--- src/rtl/core/assert_macros.svh ---
// assertion macros shared by the rtl
// expects clk and rst_n in the scope of use
`ifndef ASSERT_MACROS_SVH
`define ASSERT_MACROS_SVH

// checked outside reset
`define ODE_ASSERT(lbl, prop, msg) \
  lbl: assert property (@(posedge clk) disable iff (!rst_n) prop) else $error(msg);

// checked on every edge
`define ODE_ASSERT_ALWAYS(lbl, prop, msg) \
  lbl: assert property (@(posedge clk) prop) else $error(msg);

`endif

--- src/rtl/core/ode_pkg.sv ---
// types and codes of the ordered deque engine
// no dependencies
`timescale 1ns / 1ps

package ode_pkg;

  localparam int ValueW = 32;
  localparam int CountOutW = 7;

  localparam logic [2:0] MODE_PUSH_FRONT = 3'd0;
  localparam logic [2:0] MODE_PUSH_BACK  = 3'd1;
  localparam logic [2:0] MODE_SORTED     = 3'd2;
  localparam logic [2:0] MODE_POP_FRONT  = 3'd3;
  localparam logic [2:0] MODE_POP_BACK   = 3'd4;
  localparam logic [2:0] MODE_REMOVE     = 3'd5;

  localparam logic [1:0] ST_OK    = 2'd0;
  localparam logic [1:0] ST_EMPTY = 2'd1;
  localparam logic [1:0] ST_FULL  = 2'd2;

  typedef logic [2:0] mode_t;
  typedef logic [1:0] status_t;
  typedef logic signed [ValueW-1:0] value_t;
  typedef logic [CountOutW-1:0] count_out_t;

endpackage

--- src/rtl/core/ode_if.sv ---
// beat channels of the ordered deque engine
// depends on ode_pkg
`timescale 1ns / 1ps

interface ode_in_if;
  logic              valid;
  logic              ready;
  ode_pkg::mode_t    mode;
  ode_pkg::value_t   value;

  modport source (output valid, output mode, output value, input ready);
  modport sink (input valid, input mode, input value, output ready);
endinterface

interface ode_out_if;
  logic                  valid;
  logic                  ready;
  ode_pkg::status_t      status;
  ode_pkg::value_t       removed_value;
  ode_pkg::count_out_t   entry_count;

  modport source (output valid, output status, output removed_value, output entry_count,
                  input ready);
  modport sink (input valid, input status, input removed_value, input entry_count,
                output ready);
endinterface

--- src/rtl/core/ode_ram.sv ---
// generic simple dual-port ram, one write and one registered read
// no dependencies
`timescale 1ns / 1ps

module ode_ram #(
  parameter int WIDTH = 32,
  parameter int DEPTH = 64
) (
  input  logic                     clk,
  input  logic                     we,
  input  logic [$clog2(DEPTH)-1:0] waddr,
  input  logic [WIDTH-1:0]         wdata,
  input  logic [$clog2(DEPTH)-1:0] raddr,
  output logic [WIDTH-1:0]         rdata
);

  logic [WIDTH-1:0] mem [DEPTH];

  always_ff @(posedge clk) begin
    if (we) begin
      mem[waddr] <= wdata;
    end
    rdata <= mem[raddr];
  end

endmodule

--- src/rtl/core/ordered_deque_engine.sv ---
// Bounded deque of signed 32-bit values with sorted insert, kept in one ram with
// entry 0 as head. An item reads no entry when a push is refused, on an empty pop or
// remove and in an unused mode; a push at the back or into an empty store only writes.
// Other items read entries, the worst being a sorted insert that shifts: the search
// reads and compares one entry at a time (S_SRD, S_SCMP) and every shift moves one
// entry (S_UPR, S_UPW) through the single read and single write port of the entry ram.
// A finished result waits in an output register while the next item is taken; the next
// result then waits in the last state, holding the input, until that register is taken.
// No clearing pass after reset.
`timescale 1ns / 1ps

module ordered_deque_engine #(
  parameter int CAPACITY = 64
) (
  input logic clk,
  input logic rst_n,
  ode_in_if.sink    in_ch,
  ode_out_if.source out_ch
);
  import ode_pkg::*;
  `include "assert_macros.svh"

  localparam int AW = $clog2(CAPACITY);
  localparam int CW = $clog2(CAPACITY + 1);

  typedef enum logic [8:0] {
    S_IDLE = 9'b000000001,
    S_SRD  = 9'b000000010,
    S_SCMP = 9'b000000100,
    S_UPR  = 9'b000001000,
    S_UPW  = 9'b000010000,
    S_INS  = 9'b000100000,
    S_DNR  = 9'b001000000,
    S_DNW  = 9'b010000000,
    S_DONE = 9'b100000000
  } state_t;

  state_t          state_r, state_nxt;
  logic [CW-1:0]   count_r, count_nxt;
  logic [CW-1:0]   k_r, k_nxt;
  logic [CW-1:0]   pos_r, pos_nxt;
  mode_t           mode_r, mode_nxt;
  value_t          val_r, val_nxt;
  status_t         status_r, status_nxt;
  value_t          removed_r, removed_nxt;

  logic            out_valid_r;
  status_t         out_status_r;
  value_t          out_removed_r;
  count_out_t      out_count_r;
  logic            out_load;

  logic            ram_we;
  logic [AW-1:0]   ram_waddr, ram_raddr;
  logic [31:0]     ram_wdata, rd;
  value_t          rd_s;
  logic [CW-1:0]   k1, cnt_m1;

  ode_ram #(.WIDTH(32), .DEPTH(CAPACITY)) u_ram (
    .clk   (clk),
    .we    (ram_we),
    .waddr (ram_waddr),
    .wdata (ram_wdata),
    .raddr (ram_raddr),
    .rdata (rd)
  );

  assign rd_s   = $signed(rd);
  assign k1     = k_r + CW'(1);
  assign cnt_m1 = count_r - CW'(1);

  assign in_ch.ready          = (state_r == S_IDLE);
  assign out_ch.valid         = out_valid_r;
  assign out_ch.status        = out_status_r;
  assign out_ch.removed_value = out_removed_r;
  assign out_ch.entry_count   = out_count_r;

  always_comb begin
    state_nxt   = state_r;
    count_nxt   = count_r;
    k_nxt       = k_r;
    pos_nxt     = pos_r;
    mode_nxt    = mode_r;
    val_nxt     = val_r;
    status_nxt  = status_r;
    removed_nxt = removed_r;
    ram_we      = 1'b0;
    ram_waddr   = k_r[AW-1:0];
    ram_wdata   = rd;
    ram_raddr   = k_r[AW-1:0];
    out_load    = 1'b0;
    case (state_r)
      S_IDLE: begin
        if (in_ch.valid) begin
          mode_nxt    = in_ch.mode;
          val_nxt     = in_ch.value;
          status_nxt  = ST_OK;
          removed_nxt = '0;
          state_nxt   = S_DONE;
          case (in_ch.mode)
            MODE_PUSH_FRONT, MODE_PUSH_BACK, MODE_SORTED: begin
              if (count_r == CW'(CAPACITY)) begin
                status_nxt = ST_FULL;
              end else if (in_ch.mode == MODE_PUSH_BACK || count_r == '0) begin
                pos_nxt   = count_r;
                state_nxt = S_INS;
              end else if (in_ch.mode == MODE_PUSH_FRONT) begin
                pos_nxt   = '0;
                k_nxt     = cnt_m1;
                state_nxt = S_UPR;
              end else begin
                k_nxt     = '0;
                state_nxt = S_SRD;
              end
            end
            MODE_POP_FRONT, MODE_POP_BACK, MODE_REMOVE: begin
              if (count_r == '0) begin
                status_nxt = ST_EMPTY;
              end else begin
                k_nxt     = (in_ch.mode == MODE_POP_BACK) ? cnt_m1 : '0;
                state_nxt = S_SRD;
              end
            end
            default: ;
          endcase
        end
      end
      S_SRD: begin
        state_nxt = S_SCMP;
      end
      S_SCMP: begin
        case (mode_r)
          MODE_SORTED: begin
            if ((k_r == '0 && val_r < rd_s) || (k_r != '0 && !(rd_s < val_r))) begin
              pos_nxt   = k_r;
              k_nxt     = cnt_m1;
              state_nxt = S_UPR;
            end else if (k1 == count_r) begin
              pos_nxt   = count_r;
              state_nxt = S_INS;
            end else begin
              k_nxt     = k1;
              state_nxt = S_SRD;
            end
          end
          MODE_REMOVE: begin
            if (rd_s == val_r) begin
              removed_nxt = rd_s;
              if (k_r == cnt_m1) begin
                count_nxt = cnt_m1;
                state_nxt = S_DONE;
              end else begin
                state_nxt = S_DNR;
              end
            end else if (k1 == count_r) begin
              status_nxt = ST_EMPTY;
              state_nxt  = S_DONE;
            end else begin
              k_nxt     = k1;
              state_nxt = S_SRD;
            end
          end
          default: begin
            removed_nxt = rd_s;
            if (k_r == cnt_m1) begin
              count_nxt = cnt_m1;
              state_nxt = S_DONE;
            end else begin
              state_nxt = S_DNR;
            end
          end
        endcase
      end
      S_UPR: begin
        state_nxt = S_UPW;
      end
      S_UPW: begin
        ram_we    = 1'b1;
        ram_waddr = k1[AW-1:0];
        if (k_r == pos_r) begin
          state_nxt = S_INS;
        end else begin
          k_nxt     = k_r - CW'(1);
          state_nxt = S_UPR;
        end
      end
      S_INS: begin
        ram_we    = 1'b1;
        ram_waddr = pos_r[AW-1:0];
        ram_wdata = val_r;
        count_nxt = count_r + CW'(1);
        state_nxt = S_DONE;
      end
      S_DNR: begin
        ram_raddr = k1[AW-1:0];
        state_nxt = S_DNW;
      end
      S_DNW: begin
        ram_we = 1'b1;
        if (k1 == cnt_m1) begin
          count_nxt = cnt_m1;
          state_nxt = S_DONE;
        end else begin
          k_nxt     = k1;
          state_nxt = S_DNR;
        end
      end
      S_DONE: begin
        if (!out_valid_r || out_ch.ready) begin
          out_load  = 1'b1;
          state_nxt = S_IDLE;
        end
      end
      default: state_nxt = S_IDLE;
    endcase
  end

  always_ff @(posedge clk) begin
    if (!rst_n) begin
      state_r     <= S_IDLE;
      count_r     <= '0;
      out_valid_r <= 1'b0;
    end else begin
      state_r <= state_nxt;
      count_r <= count_nxt;
      if (out_load) begin
        out_valid_r <= 1'b1;
      end else if (out_ch.ready) begin
        out_valid_r <= 1'b0;
      end
    end
  end

  always_ff @(posedge clk) begin
    k_r       <= k_nxt;
    pos_r     <= pos_nxt;
    mode_r    <= mode_nxt;
    val_r     <= val_nxt;
    status_r  <= status_nxt;
    removed_r <= removed_nxt;
    if (out_load) begin
      out_status_r  <= status_r;
      out_removed_r <= removed_r;
      out_count_r   <= CountOutW'(count_r);
    end
  end

  `ODE_ASSERT(a_count_bound, count_r <= CW'(CAPACITY), "count above capacity")
  `ODE_ASSERT(a_count_step, (state_r == S_IDLE) |=> (count_r == $past(count_r)),
              "count moved on accept")
  `ODE_ASSERT(a_full_count, (out_valid_r && out_status_r == ST_FULL) |->
              (out_count_r == CountOutW'(CAPACITY)), "refused push while not full")
  `ODE_ASSERT(a_fail_no_value, (out_valid_r && out_status_r != ST_OK) |->
              (out_removed_r == '0), "failed beat carries a value")

endmodule
--- src/flat_wrapper.sv ---
// flat-port wrapper written by rule: the top's interface ports become plain ports
module ordered_deque_engine_flat import ode_pkg::*;
#(
  parameter int CAPACITY = 64
)
  (clk, rst_n, in_ch_valid, in_ch_mode, in_ch_value, in_ch_ready, out_ch_valid, out_ch_status, out_ch_removed_value, out_ch_entry_count, out_ch_ready);
  ode_in_if in_ch_i ();
  ode_out_if out_ch_i ();
  input logic clk;
  input logic rst_n;
  input wire logic [$bits(in_ch_i.valid)-1:0] in_ch_valid;
  input wire logic [$bits(in_ch_i.mode)-1:0] in_ch_mode;
  input wire logic [$bits(in_ch_i.value)-1:0] in_ch_value;
  output wire logic [$bits(in_ch_i.ready)-1:0] in_ch_ready;
  output wire logic [$bits(out_ch_i.valid)-1:0] out_ch_valid;
  output wire logic [$bits(out_ch_i.status)-1:0] out_ch_status;
  output wire logic [$bits(out_ch_i.removed_value)-1:0] out_ch_removed_value;
  output wire logic [$bits(out_ch_i.entry_count)-1:0] out_ch_entry_count;
  input wire logic [$bits(out_ch_i.ready)-1:0] out_ch_ready;
  assign in_ch_i.valid = in_ch_valid;
  assign in_ch_i.mode = in_ch_mode;
  assign in_ch_i.value = in_ch_value;
  assign in_ch_ready = in_ch_i.ready;
  assign out_ch_valid = out_ch_i.valid;
  assign out_ch_status = out_ch_i.status;
  assign out_ch_removed_value = out_ch_i.removed_value;
  assign out_ch_entry_count = out_ch_i.entry_count;
  assign out_ch_i.ready = out_ch_ready;
  ordered_deque_engine #(.CAPACITY(CAPACITY)) u_core (.clk(clk), .rst_n(rst_n), .in_ch(in_ch_i), .out_ch(out_ch_i));
endmodule
--- config.mk ---
export PLATFORM = sky130hd
export DESIGN_NAME = ordered_deque_engine_flat
export DESIGN_NICKNAME = d
export VERILOG_FILES = /design/src/rtl/core/ode_pkg.sv /design/src/rtl/core/ode_if.sv /design/src/rtl/core/ode_ram.sv /design/src/rtl/core/ordered_deque_engine.sv /design/src/flat_wrapper.sv
export VERILOG_INCLUDE_DIRS = /design/src /design/src/rtl/core
export SDC_FILE = /design/constraint.sdc
export NUM_CORES = 2
export LEC_CHECK = 0
export ABC_AREA = 1
export BUFFER_PORTS_ARGS = -buffer_cell sky130_fd_sc_hd__buf_4
export CORE_ASPECT_RATIO = 1.25
export CORE_UTILIZATION = 60
export DETAILED_ROUTE_END_ITERATION = 6
export PLACE_DENSITY_LB_ADDON = 0.12
export SYNTH_ARGS = -nofsm -noshare
export SYNTH_HDL_FRONTEND = slang
export SYNTH_SLANG_ARGS = --single-unit
--- constraint.sdc ---
create_clock -name clk -period 6.6 [get_ports clk]
set_input_delay 0.33 -clock clk [delete_from_list [all_inputs] [get_ports clk]]
set_output_delay 0.33 -clock clk [all_outputs]
set_load 0.1 [all_outputs]
# After elaboration in Yosys (flattened, before gate mapping)
# Memories as Yosys holds them, arrays and structs flattened. A register that Yosys moved wholly into a read port is not among the register bits.
# Index checks and enable logic that the tools add are counted.
[word_totals]
ff_bits = 141
ramBits = 2048
in_bits = 39
out_inout_bits = 43
word_cells = 153
n_memories = 1
[mem_list]
columns = ["name", "words", "width", "read_ports", "rd_ports_with_merged_regs", "write_ports", "line_no", "text"]
rows = [
  ["u_core.u_ram.mem", 64, 32, 1, 1, 1, "ode_ram.sv:17", "logic [WIDTH-1:0] mem [DEPTH];"],
]
[op_classes]
addsub = 4
magnitude_cmp = 2
eq_ne = 43
n_mux = 66
reduce_logical = 25
[op_table]
columns = ["op", "n"]
rows = [
  ["2-to-1 mux 7 bit", 22],
  ["case mux 32 bit (2 select lines)", 2],
  ["2-to-1 mux 32 bit", 3],
  ["2-to-1 mux 9 bit", 10],
  ["case mux 9 bit (9 select lines)", 1],
  ["< comparator 32 bit", 2],
  ["case mux 7 bit (2 select lines)", 4],
  ["case mux 9 bit (2 select lines)", 2],
  ["== test 32 bit", 1],
  ["== test 7 bit", 4],
  ["case mux 7 bit (4 select lines)", 1],
  ["case mux 7 bit (3 select lines)", 1],
  ["2-to-1 mux 6 bit", 3],
  ["adder 7 x 1 -> 7 bit, second input constant", 2],
  ["zero test 7 bit", 2],
  ["subtractor 7 x 1 -> 7 bit, second input constant", 2],
  ["!= test 2 x 1 -> 1 bit, second input constant", 6],
  ["!= test 2 bit, second input constant", 6],
  ["!= test 3 x 1 -> 1 bit, second input constant", 4],
  ["!= test 3 bit, second input constant", 4],
  ["case mux 6 bit (2 select lines)", 1],
  ["2-to-1 mux 2 bit", 5],
  ["AND reduction 10 bit", 1],
  ["== test 3 x 2 -> 1 bit, second input constant", 3],
  ["other kinds (29)", 48],
]

# Longest topological paths before layout
[depth]
word_depth = 7
ltp_mapped = 21

# Modules after synthesis
# A second synthesis with hierarchy kept.
[unflattened]
cells_unflattened = 7678
area_unflattened_um2 = 90695.7
[modules_own_cells]
columns = ["module", "n_inst", "cells_each", "area_per_inst_um2"]
rows = [
  ["ode_ram", 1, 6785, 82785.6],
  ["ordered_deque_engine", 1, 893, 7910.1],
]

# Least setup slack after synthesis
# OpenSTA, ideal clock, no wires.
[synth_timing]
kind = "register to register"
from = "register u_core.out_valid_r (netlist: u_core.out_ch.valid)"
to = "register u_core.out_count_r[0] (netlist: u_core.out_ch.entry_count[0]) (enable)"
setup_ns = 0.542
arrival_time_ns = 4.828
setup_slack_ns = 1.230
path_stages_with_launch = 4
period_less_slack_ns = 5.370
cell_sequence = "dfxtp_1 -> inv_1 -> nor2_1 -> nor4_1"
[synth_via]
elab_chain_cells = 4
[synth_rtl]
columns = ["element", "line_no", "text"]
rows = [
  ["start, declared", "ordered_deque_engine.sv:47", "logic out_valid_r;"],
  ["start signal, assigned", "ordered_deque_engine.sv:222", "out_valid_r <= 1'b0;"],
  ["start signal, assigned", "ordered_deque_engine.sv:227", "out_valid_r <= 1'b1;"],
  ["start signal, assigned", "ordered_deque_engine.sv:229", "out_valid_r <= 1'b0;"],
  ["zero test 1 bit", "ordered_deque_engine.sv:209", "if (!out_valid_r || out_ch.ready) begin"],
  ["logical OR 1 bit", "ordered_deque_engine.sv:209", ""],
  ["2-to-1 mux 1 bit", "ordered_deque_engine.sv:209", ""],
  ["2-to-1 mux 1 bit", "ordered_deque_engine.sv:92", "case (state_r)"],
  ["net u_core.out_load", "ordered_deque_engine.sv:51", "logic out_load;"],
  ["end signal, assigned", "ordered_deque_engine.sv:244", "out_count_r <= CountOutW'(count_r);"],
  ["end, declared", "ordered_deque_engine.sv:50", "count_out_t out_count_r;"],
]
# The timed path passes the listed nets, and every way through them passes these cells.
# A chain may end at the register's enable or synchronous reset.

# Worst setup path in the final report
[layout_timing]
from = "register u_core.k_r[0]"
to = "register u_core.u_ram.rdata[12], read port of u_core.u_ram.mem"
[layout_via]
elab_chain_cells = 2
[layout_rtl]
columns = ["element", "line_no", "text"]
rows = [
  ["start, declared", "ordered_deque_engine.sv:40", "logic [CW-1:0] k_r, k_nxt;"],
  ["start signal, assigned", "ordered_deque_engine.sv:235", "k_r <= k_nxt;"],
  ["adder 7 x 1 -> 7 bit", "ordered_deque_engine.sv:69", "assign k1 = k_r + CW'(1);"],
  ["2-to-1 mux 6 bit (*)", "ordered_deque_engine.sv:92", ""],
  ["end, declared", "ode_ram.sv:14", "output logic [WIDTH-1:0] rdata"],
]
# Every way passes the cells marked *; elsewhere a longest branch is shown, timed or not.

==> impl_metrics.json <==
{
  "run_status": "complete, but fails checks",
  "violations": "DRC",
  "synth_edf_count": 2172,
  "route.met2.wl_um": 132000,
  "drv_slew": 0,
  "critPathLaunchType": "register",
  "hpwl_um": 166000,
  "synthSimpleGateAreaFrac": 0.205,
  "ys.flop_type": "edfxtp_1",
  "critPathMaxFanout": 125,
  "drive_above_1_share": 0.0695,
  "first_global_vias": 61500,
  "layout.nets": 9108,
  "syn_avg_cell_area_um2": 10.6,
  "overflow": 0,
  "required_ps": 7400,
  "netlist_area_um2": 95600,
  "grtUsageTotal": 0.348,
  "cts_setup_buffers": 0,
  "route.final.wire_length_um": 282000,
  "top_layer_used": "met5",
  "slowest_stage": "o21ai_4",
  "fmax_ghz": 0.220,
  "fp-row-count": 163,
  "core_um2": 158000,
  "synth_most_common_cell": "nand2_1",
  "drc": 2,
  "h-tree-depth": 4,
  "hold_ws_ps": 198,
  "power_density_nw_per_um2": 354,
  "synth.net_count": 9105,
  "synth_compound_area_frac": 0.0172,
  "finalHoldViolCount": 0,
  "dieArea_um2": 161000,
  "cts.sinks": 2221,
  "cp-end-kind": "register",
  "dr_wl_met3_um": 27000,
  "m1WireLength_um": 100000,
  "via_per_inst": 5.83,
  "async_flop_share": 0,
  "seqCellArea_um2": 66200,
  "start_util": 0.605,
  "netlist_top_cells_area": "edfxtp_1 68%, nand2_1 11%, nand3_1 8.2%, inv_1 5.3%, buf_2 1.8%",
  "cts_root_buffer": "clkbuf_16",
  "placed_cells": 10800,
  "period_minus_slack_ps": 4540,
  "cp.arrival_ps": 5340,
  "slew_headroom": 0.116,
  "leakage_uw": 0.0431,
  "crit_family": "simple AND/OR/NAND/NOR gates",
  "netlist_top_cells_count": "2828 x nand2_1, 2172 x edfxtp_1, 1557 x nand3_1, 1339 x inv_1, 352 x buf_2",
  "vias": 65600,
  "crit_top_cell": "nand3_1",
  "drtPass1Iterations": 7,
  "synthXorXnorAreaFrac": 0.00292,
  "synth.mux.area_fraction": 0,
  "portBuffers": 81,
  "die_h_um": 448,
  "max_stage_delay_ps": 1030,
  "tightestPinTransition_ps": 1320,
  "fin_crit_sh": 0.688,
  "fin_skew_ps": 37.6,
  "grt_max_degree": 159,
  "syn_inst": 9029,
  "grt_antenna_before_repair": 13,
  "grt_pass1_wl_um": 402000,
  "synth_area_leader_cell": "edfxtp_1",
  "drtIter0Drc": 9010,
  "ir_drop_mv": 0.348,
  "fill_cells": 11700,
  "gp_congestion": 0.983,
  "path_cells": "inv_1, ha_1, inv_1, o21ai_4, buf_12, nand2_1, nand3_1, nand3_1, nand3_1, nand3_1, nand2_1",
  "synth_warnings": 0,
  "clockBufferDepth": 3,
  "ios": 82,
  "setup_tns_ps": 0,
  "die_w_um": 359,
  "synth-seq-cells": 2221,
  "synth_top_area_frac": 0.682,
  "area_growth_syn_to_layout_pct": 10.6,
  "cap_viol_max_count": 0,
  "multi_input_area_um2": 23000,
  "layout.cells.non_filler": 11300,
  "setup_viol": 0,
  "rsz0062_at_grt": "false",
  "critPathBufInv": 3,
  "worstHoldPathType": "primary input to register",
  "yosysSeqAreaShare": 0.693,
  "avgRoutedWirePerCell_um": 25.1,
  "ant_nets": 0,
  "synth_fa_ha_area_frac": 0.00484,
  "path_clk_slew_ps": 70,
  "synth_top_family_by_area": "simple AND/OR/NAND/NOR gates",
  "cts_tree": "yes",
  "clk_latency_ps": 870,
  "path_class": "register to register",
  "synth_cell_types": 51,
  "cts_buffers": 204
}
## path summary, 6_finish.rpt
kind / startpoint / end / slack (ps) / depth (start not counted)
worst max-delay path: u_core.k_r[0]$_DFFE_PP_ / u_core.u_ram.rdata[12]$_DFF_P_ / 2060 / 11
worst min-delay path: in_ch_value[25] / u_core.val_r[25]$_DFFE_PP_ / 200 / 2
worst min register to register: u_core.removed_r[22]$_SDFFCE_PN0P_ / u_core.out_ch.removed_value[22]$_DFFE_PP_ / 420 / 0
worst max register to register: u_core.k_r[0]$_DFFE_PP_ / u_core.u_ram.rdata[12]$_DFF_P_ / 2060 / 11
## sequential cells by signal, indices dropped and copies added (netlist names), 2 cells and up
register / count
u_core.count_r: 7
u_core.k_r: 7
u_core.mode_r: 3
u_core.out_ch.entry_count: 7
u_core.out_ch.removed_value: 32
u_core.out_ch.status: 2
u_core.pos_r: 7
u_core.removed_r: 32
u_core.state_r: 9
u_core.status_r: 2
u_core.u_ram.mem: 2048
u_core.u_ram.rdata: 32
u_core.val_r: 32
## cells by family (layout without fill, tap and decap cells)
logic type / Yosys count / in the layout
AO/OA/AOI/OAI: 277 / 277
XOR/XNOR: 31 / 31
adder cells (fa/ha/maj): 37 / 37
buffers and inverters: 1816 / 1983
flip-flops: 2221 / 2221
other: 0 / 3
AND/OR/NAND/NOR: 4647 / 4647
## report_power, final
| part | internal, µW | total (µW) | leakage, µW | switching (µW) |
|---|---|---|---|---|
| sequential | 17400 | 17700 | 0.0200 | 313 |
| combinational | 1480 | 8190 | 0.0199 | 6710 |
| clock | 6390 | 11500 | 0.00315 | 5150 |
## what timing repair did
item | CTS | global route
endpoints found under the hold margin | 54 | 0
gates resized for setup | 0 | 0
setup endpoints to repair | 0 | 0
hold buffers | 39 | 0
## routing by layer
layer / global-route usage / vias to the layer above
met5: 0 / -
met4: 0.253 / 2
met3: 0.0633 / 804
met2: 0.555 / 3592
met1: 0.431 / 31400
li1: - / 29800
## cells in the final DEF (no fill, tap or decap), drive strengths merged, types with 39 or more instances in the layout
| master | n |
|---|---|
| inv | 1351 |
| dfxtp | 49 |
| nand3 | 1559 |
| nand2 | 2835 |
| o211ai | 70 |
| buf | 225 |
| dlygate4sd3 | 39 |
| o21ai | 153 |
| clkbuf | 259 |
| edfxtp | 2172 |
| nor2 | 176 |
| clkinv | 91 |
## final cells by class
cell class	count	share of cell area
Clock inverter	111	0.00915
Clock buffer	259	0.0517
Tap cell	2062	0.0244
Antenna cell	3	0.0000710
Sequential cell	2221	0.626
Inverter	1349	0.0480
Multi-Input combinational cell	4992	0.217
Timing Repair Buffer	264	0.0229
## metrics by stage
stage | worst slack [ps] | total power [µW] | util | instance area, µm²
after floorplan | 1230 | 22100 | - | 95600
final | 2060 | 37500 | 0.669 | 106000
after CTS | 2090 | 37200 | 0.669 | 106000
after global placement | 1500 | 25800 | 0.625 | 98900
after detailed placement | 2110 | 25900 | 0.626 | 98900
after global routing | 1950 | 38300 | 0.669 | 106000
Power figures use the tool's default switching activity.
